## src/sv/mpe_pkg.sv

```systemverilog
package mpe_pkg;

  localparam int unsigned EncBytes = 9;
  localparam int unsigned LenWidth = $clog2(EncBytes + 1);

  typedef enum logic [2:0] {
    FUNC_NIL   = 3'd0,
    FUNC_BOOL  = 3'd1,
    FUNC_INT   = 3'd2,
    FUNC_FLOAT = 3'd3,
    FUNC_STR   = 3'd4,
    FUNC_ARRAY = 3'd5,
    FUNC_MAP   = 3'd6,
    FUNC_BYTE  = 3'd7
  } func_t;

  localparam logic [7:0] TagNil      = 8'hc0;
  localparam logic [7:0] TagFalse    = 8'hc2;
  localparam logic [7:0] TagTrue     = 8'hc3;
  localparam logic [7:0] TagFloat64  = 8'hcb;
  localparam logic [7:0] TagUint8    = 8'hcc;
  localparam logic [7:0] TagUint16   = 8'hcd;
  localparam logic [7:0] TagUint32   = 8'hce;
  localparam logic [7:0] TagUint64   = 8'hcf;
  localparam logic [7:0] TagInt8     = 8'hd0;
  localparam logic [7:0] TagInt16    = 8'hd1;
  localparam logic [7:0] TagInt32    = 8'hd2;
  localparam logic [7:0] TagInt64    = 8'hd3;
  localparam logic [7:0] TagNegFix   = 8'he0;
  localparam logic [7:0] TagFixStr   = 8'ha0;
  localparam logic [7:0] TagStr8     = 8'hd9;
  localparam logic [7:0] TagStr16    = 8'hda;
  localparam logic [7:0] TagStr32    = 8'hdb;
  localparam logic [7:0] TagFixArray = 8'h90;
  localparam logic [7:0] TagArray16  = 8'hdc;
  localparam logic [7:0] TagArray32  = 8'hdd;
  localparam logic [7:0] TagFixMap   = 8'h80;
  localparam logic [7:0] TagMap16    = 8'hde;
  localparam logic [7:0] TagMap32    = 8'hdf;

  typedef struct packed {
    logic [EncBytes-1:0][7:0] bytes;
    logic [LenWidth-1:0]      len;
  } enc_item_t;

endpackage

```

## src/sv/mpe_if.sv

```systemverilog
interface mpe_in_if;
  logic               valid;
  logic               ready;
  logic [2:0]         func;
  logic signed [63:0] value;
  logic [7:0]         payload_byte;

  modport source (output valid, func, value, payload_byte, input ready);
  modport sink (input valid, func, value, payload_byte, output ready);
endinterface

interface mpe_out_if;
  logic       valid;
  logic       ready;
  logic [7:0] out_byte;
  logic       last_byte;

  modport source (output valid, out_byte, last_byte, input ready);
  modport sink (input valid, out_byte, last_byte, output ready);
endinterface

```

## src/sv/mpe_front.sv

```systemverilog
module mpe_front
  import mpe_pkg::*;
(
  mpe_in_if.sink    in_chan,
  output logic      push_valid,
  output enc_item_t push_item,
  input  logic      push_ready
);

  function automatic logic [7:0][7:0] put_be(input logic [63:0] v, input int k);
    logic [7:0][7:0] t;
    t = '0;
    for (int j = 0; j < 8; j++) begin
      if (j < k) begin
        t[j] = v[8*(k-1-j) +: 8];
      end
    end
    return t;
  endfunction

  logic [63:0] u;
  logic [31:0] low;
  logic [7:0]  hdr;
  logic [7:0][7:0] tail;
  logic [LenWidth-1:0] len;

  assign u   = in_chan.value;
  assign low = u[31:0];

  always_comb begin
    hdr  = TagNil;
    tail = '0;
    len  = LenWidth'(1);
    case (func_t'(in_chan.func))
      FUNC_NIL: begin
        hdr = TagNil;
      end
      FUNC_BOOL: begin
        hdr = (u != '0) ? TagTrue : TagFalse;
      end
      FUNC_INT: begin
        if (!u[63]) begin
          if (u[63:7] == '0) begin
            hdr = u[7:0];
          end else if (u[63:8] == '0) begin
            hdr = TagUint8; tail = put_be(u, 1); len = LenWidth'(2);
          end else if (u[63:16] == '0) begin
            hdr = TagUint16; tail = put_be(u, 2); len = LenWidth'(3);
          end else if (u[63:32] == '0) begin
            hdr = TagUint32; tail = put_be(u, 4); len = LenWidth'(5);
          end else begin
            hdr = TagUint64; tail = put_be(u, 8); len = LenWidth'(9);
          end
        end else begin
          if (&u[63:5]) begin
            hdr = TagNegFix | {3'b000, u[4:0]};
          end else if (&u[63:7]) begin
            hdr = TagInt8; tail = put_be(u, 1); len = LenWidth'(2);
          end else if (&u[63:15]) begin
            hdr = TagInt16; tail = put_be(u, 2); len = LenWidth'(3);
          end else if (&u[63:31]) begin
            hdr = TagInt32; tail = put_be(u, 4); len = LenWidth'(5);
          end else begin
            hdr = TagInt64; tail = put_be(u, 8); len = LenWidth'(9);
          end
        end
      end
      FUNC_FLOAT: begin
        hdr = TagFloat64; tail = put_be(u, 8); len = LenWidth'(9);
      end
      FUNC_STR: begin
        if (low[31:5] == '0) begin
          hdr = TagFixStr | {3'b000, low[4:0]};
        end else if (low[31:8] == '0) begin
          hdr = TagStr8; tail = put_be({32'd0, low}, 1); len = LenWidth'(2);
        end else if (low[31:16] == '0) begin
          hdr = TagStr16; tail = put_be({32'd0, low}, 2); len = LenWidth'(3);
        end else begin
          hdr = TagStr32; tail = put_be({32'd0, low}, 4); len = LenWidth'(5);
        end
      end
      FUNC_ARRAY, FUNC_MAP: begin
        if (low[31:4] == '0) begin
          hdr = ((func_t'(in_chan.func) == FUNC_ARRAY) ? TagFixArray : TagFixMap)
                | {4'b0000, low[3:0]};
        end else if (low[31:16] == '0) begin
          hdr  = (func_t'(in_chan.func) == FUNC_ARRAY) ? TagArray16 : TagMap16;
          tail = put_be({32'd0, low}, 2);
          len  = LenWidth'(3);
        end else begin
          hdr  = (func_t'(in_chan.func) == FUNC_ARRAY) ? TagArray32 : TagMap32;
          tail = put_be({32'd0, low}, 4);
          len  = LenWidth'(5);
        end
      end
      FUNC_BYTE: begin
        hdr = in_chan.payload_byte;
      end
      default: begin
        hdr = in_chan.payload_byte;
      end
    endcase
  end

  assign push_valid           = in_chan.valid;
  assign push_item.bytes[0]   = hdr;
  assign push_item.bytes[8:1] = tail;
  assign push_item.len        = len;
  assign in_chan.ready        = push_ready;

endmodule

```

## src/sv/mpe_queue.sv

```systemverilog
module mpe_queue
  import mpe_pkg::*;
(
  input  logic      clk,
  input  logic      rst,
  input  logic      push_valid,
  input  enc_item_t push_item,
  output logic      push_ready,
  output logic      pop_valid,
  output enc_item_t pop_item,
  input  logic      pop_ready
);

  enc_item_t  mem [2];
  logic       wr_ptr;
  logic       rd_ptr;
  logic [1:0] count;
  logic       push;
  logic       pop;

  assign push_ready = (count != 2'd2);
  assign pop_valid  = (count != 2'd0);
  assign pop_item   = mem[rd_ptr];
  assign push       = push_valid && push_ready;
  assign pop        = pop_valid && pop_ready;

  always_ff @(posedge clk) begin
    if (push) begin
      mem[wr_ptr] <= push_item;
    end
  end

  always_ff @(posedge clk) begin
    if (rst) begin
      wr_ptr <= 1'b0;
      rd_ptr <= 1'b0;
      count  <= 2'd0;
    end else begin
      if (push) begin
        wr_ptr <= ~wr_ptr;
      end
      if (pop) begin
        rd_ptr <= ~rd_ptr;
      end
      if (push && !pop) begin
        count <= count + 2'd1;
      end else if (pop && !push) begin
        count <= count - 2'd1;
      end
    end
  end

endmodule

```

## src/sv/mpe_back.sv

```systemverilog
module mpe_back
  import mpe_pkg::*;
(
  input  logic        clk,
  input  logic        rst,
  input  logic        q_valid,
  input  enc_item_t   q_item,
  output logic        q_pop,
  input  logic        capacity_we,
  input  logic [31:0] capacity_data,
  mpe_out_if.source   out_chan
);

  logic [31:0]         capacity;
  logic [31:0]         write_position;
  logic [LenWidth-1:0] idx;
  logic                out_valid;
  logic [7:0]          out_byte;
  logic                last_byte;

  logic load_ok;
  logic full;
  logic last;
  logic emit;

  assign load_ok = !out_valid || out_chan.ready;
  assign full    = (write_position >= capacity);
  // last byte of the item, or the buffer fills on this byte
  assign last    = (idx == q_item.len - LenWidth'(1))
                   || (({1'b0, write_position} + 33'd1) == {1'b0, capacity});
  assign emit    = q_valid && load_ok && !full;
  assign q_pop   = q_valid && load_ok && (full || last);

  always_ff @(posedge clk) begin
    if (emit) begin
      out_byte  <= q_item.bytes[idx[LenWidth-1:0]];
      last_byte <= last;
    end
  end

  always_ff @(posedge clk) begin
    if (rst) begin
      capacity       <= '1;
      write_position <= '0;
      idx            <= '0;
      out_valid      <= 1'b0;
    end else begin
      if (capacity_we) begin
        capacity <= capacity_data;
      end
      if (emit) begin
        write_position <= write_position + 32'd1;
      end
      if (q_pop) begin
        idx <= '0;
      end else if (emit) begin
        idx <= idx + LenWidth'(1);
      end
      if (load_ok) begin
        out_valid <= emit;
      end
    end
  end

  assign out_chan.valid     = out_valid;
  assign out_chan.out_byte  = out_byte;
  assign out_chan.last_byte = last_byte;

endmodule

```

## src/sv/messagepack_value_encoder_unit.sv

```systemverilog
// messagepack value encoder
// in_chan takes one request per value: a kind code, a 64-bit value and a
// payload byte. out_chan delivers the encoded stream one byte per transfer,
// with last_byte set on the final byte sent for that request.
// capacity_we/capacity_data write the byte capacity; bytes at or past it are
// dropped, and a request whose bytes are all dropped produces nothing.
// the front end encodes a request in the cycle it is taken and writes it into
// a two-entry queue; the back end sends one byte per cycle from the queue head
// into an output register, while out_chan does not stall.
// a request's bytes pass through a queue entry and then the output register.
// one byte per cycle without stalls; a request of 1 to 9 bytes holds the back
// end until its last byte is sent, so payload bytes stream at one request per
// cycle. when out_chan stalls, the output register holds its byte, the back
// end waits, and in_chan keeps taking requests until the queue is full.
// reset (rst, synchronous) empties the queue and output register, clears the
// write position and sets capacity to all ones.
module messagepack_value_encoder_unit
  import mpe_pkg::*;
(
  input  logic        clk,
  input  logic        rst,
  mpe_in_if.sink      in_chan,
  mpe_out_if.source   out_chan,
  input  logic        capacity_we,
  input  logic [31:0] capacity_data
);

  logic      push_valid;
  enc_item_t push_item;
  logic      push_ready;
  logic      q_valid;
  enc_item_t q_item;
  logic      q_pop;

  mpe_front u_front (
    .in_chan    (in_chan),
    .push_valid (push_valid),
    .push_item  (push_item),
    .push_ready (push_ready)
  );

  mpe_queue u_queue (
    .clk        (clk),
    .rst        (rst),
    .push_valid (push_valid),
    .push_item  (push_item),
    .push_ready (push_ready),
    .pop_valid  (q_valid),
    .pop_item   (q_item),
    .pop_ready  (q_pop)
  );

  mpe_back u_back (
    .clk           (clk),
    .rst           (rst),
    .q_valid       (q_valid),
    .q_item        (q_item),
    .q_pop         (q_pop),
    .capacity_we   (capacity_we),
    .capacity_data (capacity_data),
    .out_chan      (out_chan)
  );

endmodule

```

## src/flat_wrapper.sv

```systemverilog
// flat-port wrapper written by rule: the top's interface ports become plain ports
module messagepack_value_encoder_unit_flat import mpe_pkg::*;
  (clk, rst, capacity_we, capacity_data, in_chan_valid, in_chan_func, in_chan_value, in_chan_payload_byte, in_chan_ready, out_chan_valid, out_chan_out_byte, out_chan_last_byte, out_chan_ready);
  mpe_in_if in_chan_i ();
  mpe_out_if out_chan_i ();
  input  logic clk;
  input  logic rst;
  input  logic capacity_we;
  input  logic [31:0] capacity_data;
  input wire logic [$bits(in_chan_i.valid)-1:0] in_chan_valid;
  input wire logic [$bits(in_chan_i.func)-1:0] in_chan_func;
  input wire logic [$bits(in_chan_i.value)-1:0] in_chan_value;
  input wire logic [$bits(in_chan_i.payload_byte)-1:0] in_chan_payload_byte;
  output wire logic [$bits(in_chan_i.ready)-1:0] in_chan_ready;
  output wire logic [$bits(out_chan_i.valid)-1:0] out_chan_valid;
  output wire logic [$bits(out_chan_i.out_byte)-1:0] out_chan_out_byte;
  output wire logic [$bits(out_chan_i.last_byte)-1:0] out_chan_last_byte;
  input wire logic [$bits(out_chan_i.ready)-1:0] out_chan_ready;
  assign in_chan_i.valid = in_chan_valid;
  assign in_chan_i.func = in_chan_func;
  assign in_chan_i.value = in_chan_value;
  assign in_chan_i.payload_byte = in_chan_payload_byte;
  assign in_chan_ready = in_chan_i.ready;
  assign out_chan_valid = out_chan_i.valid;
  assign out_chan_out_byte = out_chan_i.out_byte;
  assign out_chan_last_byte = out_chan_i.last_byte;
  assign out_chan_i.ready = out_chan_ready;
  messagepack_value_encoder_unit u_core (.clk(clk), .rst(rst), .in_chan(in_chan_i), .out_chan(out_chan_i), .capacity_we(capacity_we), .capacity_data(capacity_data));
endmodule
```

## config.mk

```make
export PLATFORM = sky130hd
export DESIGN_NAME = messagepack_value_encoder_unit_flat
export DESIGN_NICKNAME = d
export VERILOG_FILES = /design/src/sv/mpe_pkg.sv /design/src/sv/mpe_if.sv /design/src/sv/mpe_front.sv /design/src/sv/mpe_queue.sv /design/src/sv/mpe_back.sv /design/src/sv/messagepack_value_encoder_unit.sv /design/src/flat_wrapper.sv
export SDC_FILE = /design/constraint.sdc
export NUM_CORES = 1
export LEC_CHECK = 0
export ABC_AREA = 0
export BUFFER_PORTS_ARGS = -buffer_cell sky130_fd_sc_hd__buf_2
export CAP_MARGIN = 10
export CORE_MARGIN = 2
export CORE_UTILIZATION = 45
export DETAILED_ROUTE_END_ITERATION = 7
export SETUP_SLACK_MARGIN = 0.3
export SYNTH_ARGS = -nofsm -noshare
export SYNTH_HDL_FRONTEND = slang
export SYNTH_SLANG_ARGS = --single-unit
```

## constraint.sdc

```tcl
create_clock -name clk -period 9.8 [get_ports clk]
set_input_delay 0.49 -clock clk [delete_from_list [all_inputs] [get_ports clk]]
set_output_delay 0.49 -clock clk [all_outputs]
set_load 0.03 [all_outputs]
```

==> results.sh, run 1 <==
export IMPL_vias_per_cell=5.98
export IMPL_design_die_area_um2=30600
export IMPL_crit_start="u_core.u_back.write_position[10]"
export IMPL_hold_worst_slack_ps=175
export IMPL_rsz0062_at_grt="false"
export IMPL_tritoncts_num_buffers=26
export IMPL_worstSetupPathType="reg2reg"
export IMPL_grt_antenna_before_repair=0
export IMPL_start_util_pct=45.7
export IMPL_clkTransAtPathRegs_ps=60
export IMPL_nFillCells=2653
export IMPL_fin_total_pwr_uw=3030
export IMPL_hpwlAfterDp_um=27700
export IMPL_first_pass_iters=5
export IMPL_syn_avg_cell_area_um2=10.6
export IMPL_crit_arrival_ps=4550
export IMPL_grt_overflow=0
export IMPL_hold_depth=3
export IMPL_path_max_fanout=7
export IMPL_first_iter_violations=904
export IMPL_fin_skew_ps=15.7
export IMPL_synth_area_leaders="edfxtp_1 37%, dfxtp_1 11%, mux4_2 6.8%"
export IMPL_end_kind="flop"
export IMPL_drive_gt1_share_pct=18.4
export IMPL_ant_nets=0
export IMPL_cts_root_buffer="clkbuf_16"
export IMPL_cts_buffer_depth=3
export IMPL_cp_required_ps=10260
export IMPL_p_leak_uw=0.00562
export IMPL_grt_pass1_wl_um=59300
export IMPL_cts_num_sinks=235
export IMPL_synth_seq_cells=235
export IMPL_synth_async_reset_ratio_pct=0
export IMPL_startpoint_type="flop"
export IMPL_min_delay_start="capacity_data[18]"
export IMPL_regArea_um2=6320
export IMPL_vias=10300
export IMPL_maxSlewViolCount=0
export IMPL_r2r_cells=12
export IMPL_htree_levels=1
export IMPL_portBuffers=122
export IMPL_multi_input_area_um2=6340
export IMPL_cap_viol_max_count=0
export IMPL_status="finished clean"
export IMPL_gp_congestion=0.950
export IMPL_period_needed_ps=4090
export IMPL_core_area_um2=28800
export IMPL_synthToLayoutAreaGrowth_pct=13.4
export IMPL_power_density_nw_per_um2=203
export IMPL_grt_util_all_layers_pct=24.9
export IMPL_std_cell_rows=62
export IMPL_synth_cells=1239
export IMPL_hold_violations=0
export IMPL_worstMarginPinSlew_ps=1110
export IMPL_ctsHoldBuffers=0
export IMPL_holdCritPathClass="in2reg"
export IMPL_grt_max_degree=77
export IMPL_diodes=0
export IMPL_max_slew_margin_rel_pct=25.9
export IMPL_ys_seq_area_share_pct=48.0
export IMPL_cts_tree="done"
export IMPL_clk_latency_ps=530
export IMPL_period_share_pct=41.8
export IMPL_cts_resized=0
export IMPL_final_cell_area_um2=14900
export IMPL_wl_per_cell_um=22.3
export IMPL_final_nets=1469
export IMPL_cts_setup_buffers=0
export IMPL_ys_types=75
export IMPL_ir_worst_vdd_v=0.000150
export IMPL_synth_top_area_share_pct=36.7
export IMPL_netlist_area_um2=13200
export IMPL_die_x_um=175
export IMPL_fmax_mhz=244
export IMPL_setup_viol_count_final=0
export IMPL_io_pins=123
export IMPL_place_area_um2=14000
export IMPL_synth_edf_count=161
export IMPL_r2r_start="u_core.u_back.write_position[10]"
export IMPL_synth_top_area_cell="edfxtp_1"
export IMPL_synth_main_ff_cell="edfxtp_1"
export IMPL_setup_tns_ps=0
export IMPL_drc=0
export IMPL_yosys_warnings=0
export IMPL_grt_pass1_vias=10300
export IMPL_wl_um=38500
export IMPL_syn_nets=1388
export IMPL_die_y_um=175
-- worst paths after layout --
kind | end | slack [ps]
worst max-delay path | u_core.u_queue.count[1] | 5710
worst min-delay path | u_core.u_back.capacity[18] | 180
worst min register to register | u_core.u_back.out_chan.valid | 510
worst max register to register | u_core.u_queue.count[1] | 5710
-- cells by family (layout without fill, tap and decap cells) --
group	count (synthesis)	in the layout	synth area share [%]
flops	235	235	48.0
compound gates	289	289	14.6
xor+xnor	80	80	5.32
mux	58	58	8.23
simple gates	406	406	16.4
fa+ha+maj	37	37	3.52
buf+inv	134	235	3.96
-- report_power, final --
part	switching, uW	internal, uW
sequential	66.4	1260
clock	395	607
combinational	435	262
total	896	2130
-- per-layer routing --
metal  global-route usage, %  up-vias  share of wire [%]
li1                        -     4835                  -
met1                    33.8     5021                 43
met2                    41.1      377                 47
met3                    3.22       77                6.0
met4                    9.17        0                3.8
met5                       0        -                  0
-- cells in the final DEF, fill, tap and decap left out, types with 26 or more instances in the layout --
cell type  count
a21oi_1       61
and2_1        32
buf_2        122
clkbuf_16     27
dfxtp_1       73
edfxtp_1     161
ha_1          37
inv_1         50
mux4_2        40
nand2_1       97
nand3_1       36
nand4_1       47
nor2_1        72
nor3_1        26
o211ai_1      37
o21ai_0       75
xnor2_1       36
xor2_1        44
-- worst max-delay path: stages, from the launching register on --
cell and delay [ps]:
dfxtp_1 520, nand4_2 280, nor4_4 600, nor3_1 100, a2111oi_0 520, nand4_1 270, a2111oi_4 280, nand4_2 200
a31oi_4 360, inv_1 80, ha_1 310, or3_1 370, a21oi_1 140
-- cell usage after synthesis, drive strengths merged, types with 4 or more instances --
cell type and instances:
a211o 6, a211oi 5, a21boi 10, a21o 13, a21oi 62, a22o 15
a22oi 6, a31oi 4, and2 34, and3 12, and4 6, buf 17
clkbuf 66, dfxtp 74, edfxtp 161, ha 37, inv 50, mux2i 16
mux4 40, nand2 97, nand2b 7, nand3 37, nand4 50, nor2 75
nor2b 10, nor3 26, nor4 24, o211ai 37, o21a 13, o21ai 77
o22ai 12, or2 6, or3 6, or4 7, xnor2 36, xor2 44
-- flip-flops by register name, indices dropped and copies added (netlist names), named ones only --
register / count
u_core.u_queue.count: 2
u_core.u_back.idx: 4
u_core.u_back.capacity: 32
u_core.u_back.out_chan.out_byte: 8
u_core.u_queue.mem: 152
u_core.u_back.out_chan.last_byte: 1
u_core.u_queue.wr_ptr: 1
u_core.u_back.write_position: 32
u_core.u_back.out_chan.valid: 1
u_core.u_queue.rd_ptr: 1
-- layout make-up --
type	count	area share (%)
clock buffers	30	4.60
clock inverters	18	1.31
inverters	51	1.28
multi-input cells	870	42.5
flip-flops and latches	235	42.3
well taps	384	3.22
repair buffers	136	4.79
-- through the flow --
stage / std cells / worst slack (ps) / utilization, %
floorplan: 1239 / 5240 / -
CTS: 1724 / 5680 / 51.9
detailed placement: 1676 / 5600 / 48.8
global route: 1724 / 5470 / 51.9
finish: 1724 / 5710 / 51.9
global placement: 1676 / 5710 / 48.8
(Power assumes the default switching activity.)
==> run 2: changes to the inputs <==
==> constraint.sdc (replaced) <==
create_clock -name clk -period 4 [get_ports clk]
set_input_delay 0.2 -clock clk [delete_from_list [all_inputs] [get_ports clk]]
set_output_delay 0.2 -clock clk [all_outputs]
set_load 0.03 [all_outputs]
==> results.sh, run 2 (synthesis gave the netlist of run 1 again) <==
export IMPL_path_max_fanout=7
export IMPL_largest_register_ffs=152
export IMPL_mostFrequentLayoutCells="161 x edfxtp_1, 122 x buf_2, 97 x nand2_1"
export IMPL_cp_required_ps=4450
export IMPL_fin_skew_ps=15.4
export IMPL_setup_viol_count_final=0
export IMPL_portBuffers=122
export IMPL_hold_violations=0
export IMPL_htree_levels=1
export IMPL_gp_congestion=0.928
export IMPL_grt_antenna_before_repair=1
export IMPL_min_delay_start="out_chan_ready"
export IMPL_grt_pass1_vias=10300
export IMPL_ir_worst_vdd_v=0.000300
export IMPL_vias_per_cell=5.95
export IMPL_finish_utilization_pct=53.7
export IMPL_first_iter_violations=851
export IMPL_period_needed_ps=3490
export IMPL_cts_buffer_depth=3
export IMPL_vias=10600
export IMPL_largest_register="u_core.u_queue.mem"
export IMPL_grt_util_all_layers_pct=25.2
export IMPL_drive_gt1_share_pct=21.2
export IMPL_clkTransAtPathRegs_ps=60
export IMPL_io_pins=123
export IMPL_std_cell_rows=62
export IMPL_hpwlAfterDp_um=28300
export IMPL_rsz0062_at_grt="false"
export IMPL_r2r_setup_slack_ps=510
export IMPL_setup_tns_ps=0
export IMPL_r2r_start="u_core.u_back.write_position[1]"
export IMPL_period_share_pct=87.2
export IMPL_wl_per_cell_um=21.9
export IMPL_max_slew_margin_rel_pct=24.7
export IMPL_r2r_cells=13
export IMPL_hold_depth=3
export IMPL_cap_viol_max_count=0
export IMPL_status="finished clean"
export IMPL_worstSetupPathType="reg2reg"
export IMPL_grt_max_degree=77
export IMPL_first_pass_iters=5
export IMPL_synthToLayoutAreaGrowth_pct=17.5
export IMPL_r2r_end="u_core.u_queue.count[1]"
export IMPL_cts_tree="done"
export IMPL_end_kind="flop"
export IMPL_final_nets=1525
export IMPL_drc=0
export IMPL_ant_nets=0
export IMPL_tritoncts_num_buffers=26
export IMPL_die_y_um=175
export IMPL_crit_arrival_ps=3940
export IMPL_min_to="u_core.u_back.out_chan.valid"
export IMPL_core_area_um2=28800
export IMPL_wl_um=38900
export IMPL_cts_num_sinks=235
export IMPL_maxSlewViolCount=0
export IMPL_clk_latency_ps=530
export IMPL_p_leak_uw=0.00590
export IMPL_cts_root_buffer="clkbuf_16"
export IMPL_fmax_mhz=287
export IMPL_die_x_um=175
export IMPL_grt_pass1_wl_um=59900
export IMPL_top_regs="u_core.u_queue.mem x152, u_core.u_back.capacity x32, u_core.u_back.write_position x32"
export IMPL_start_util_pct=45.7
export IMPL_grt_overflow=0
export IMPL_holdCritPathClass="in2reg"
export IMPL_design_die_area_um2=30600
export IMPL_diodes=0
export IMPL_worstMarginPinSlew_ps=1130
export IMPL_layout_commonest_cell="edfxtp_1"
export IMPL_startpoint_type="flop"
export IMPL_power_density_nw_per_um2=477
==> run 2: repair_timing <==
action | in CTS | in global routing
pin swaps | 0 | 6
hold buffers | 32 | 0
hold endpoints to repair | 32 | 0
resized for setup | 1 | 29
buffers inserted | 0 | 3
setup endpoints to repair | 1 | 2
==> run 2: stage by stage <==
step / total power (uW) / hold WS [ps] / instances / worst slack, ps / area (um2)
2_1_floorplan: 4430 / 329 / 1239 / 692 / 13200
6_report: 7390 / 16.7 / 1778 / 512 / 15500
3_5_place_dp: 5050 / 425 / 1697 / 225 / 14200
4_1_cts: 7450 / 31.4 / 1775 / 306 / 15400
5_1_grt: 7700 / 34.6 / 1778 / 310 / 15500
3_3_place_gp: 5030 / 415 / 1697 / 323 / 14200
==> run 2: power breakdown <==
part           switching (uW)  internal, uW  leakage (uW)
Sequential                169          3100       0.00214
Combinational            1060           675       0.00334
Clock                     960          1420      0.000414
==> run 2: worst max path at each step <==
| stage | start | endpoint | slack (ps) | cells past startpoint |
|---|---|---|---|---|
| finish | u_core.u_back.write_position[1] | u_core.u_queue.count[1] | 510 | 13 |
| floorplan | u_core.u_back.write_position[1] | u_core.u_queue.count[1] | 690 | 13 |
| global placement | u_core.u_back.write_position[3] | u_core.u_queue.count[1] | 320 | 12 |
| CTS | u_core.u_back.write_position[3] | u_core.u_queue.count[1] | 310 | 12 |
| detailed placement | u_core.u_back.write_position[1] | u_core.u_queue.count[1] | 230 | 13 |
| global route | u_core.u_back.write_position[5] | u_core.u_queue.count[1] | 310 | 13 |
==> run 2: per-layer routing <==
layer  GRT usage, %  vias up  part of all wire, %
met3           4.16       78                  5.9
met1           32.9     5146                   42
met5              0        -                    0
met2           42.3      400                   48
li1               -     4947                    -
met4           9.38        0                  3.6
==> run 2: cell type report <==
cell class	count	area, um2
Inverter	51	191
Sequential cell	235	6340
Clock inverter	15	151
Timing Repair Buffer	192	1220
Clock buffer	31	691
Tap cell	384	480
Fill cell	2564	13300
Multi-Input combinational cell	870	6400
==> run 2: worst max-delay path, stage by stage (launching register included) <==
cell and delay (ps):
dfxtp_2 390, ha_2 230, nand3_2 160, nor3_4 270
and4_2 320, mux2i_1 90, a311o_1 390, a2111oi_4 230
nand4_2 200, a31oi_4 240, inv_1 60, ha_1 300
or3_1 380, a21oi_1 140
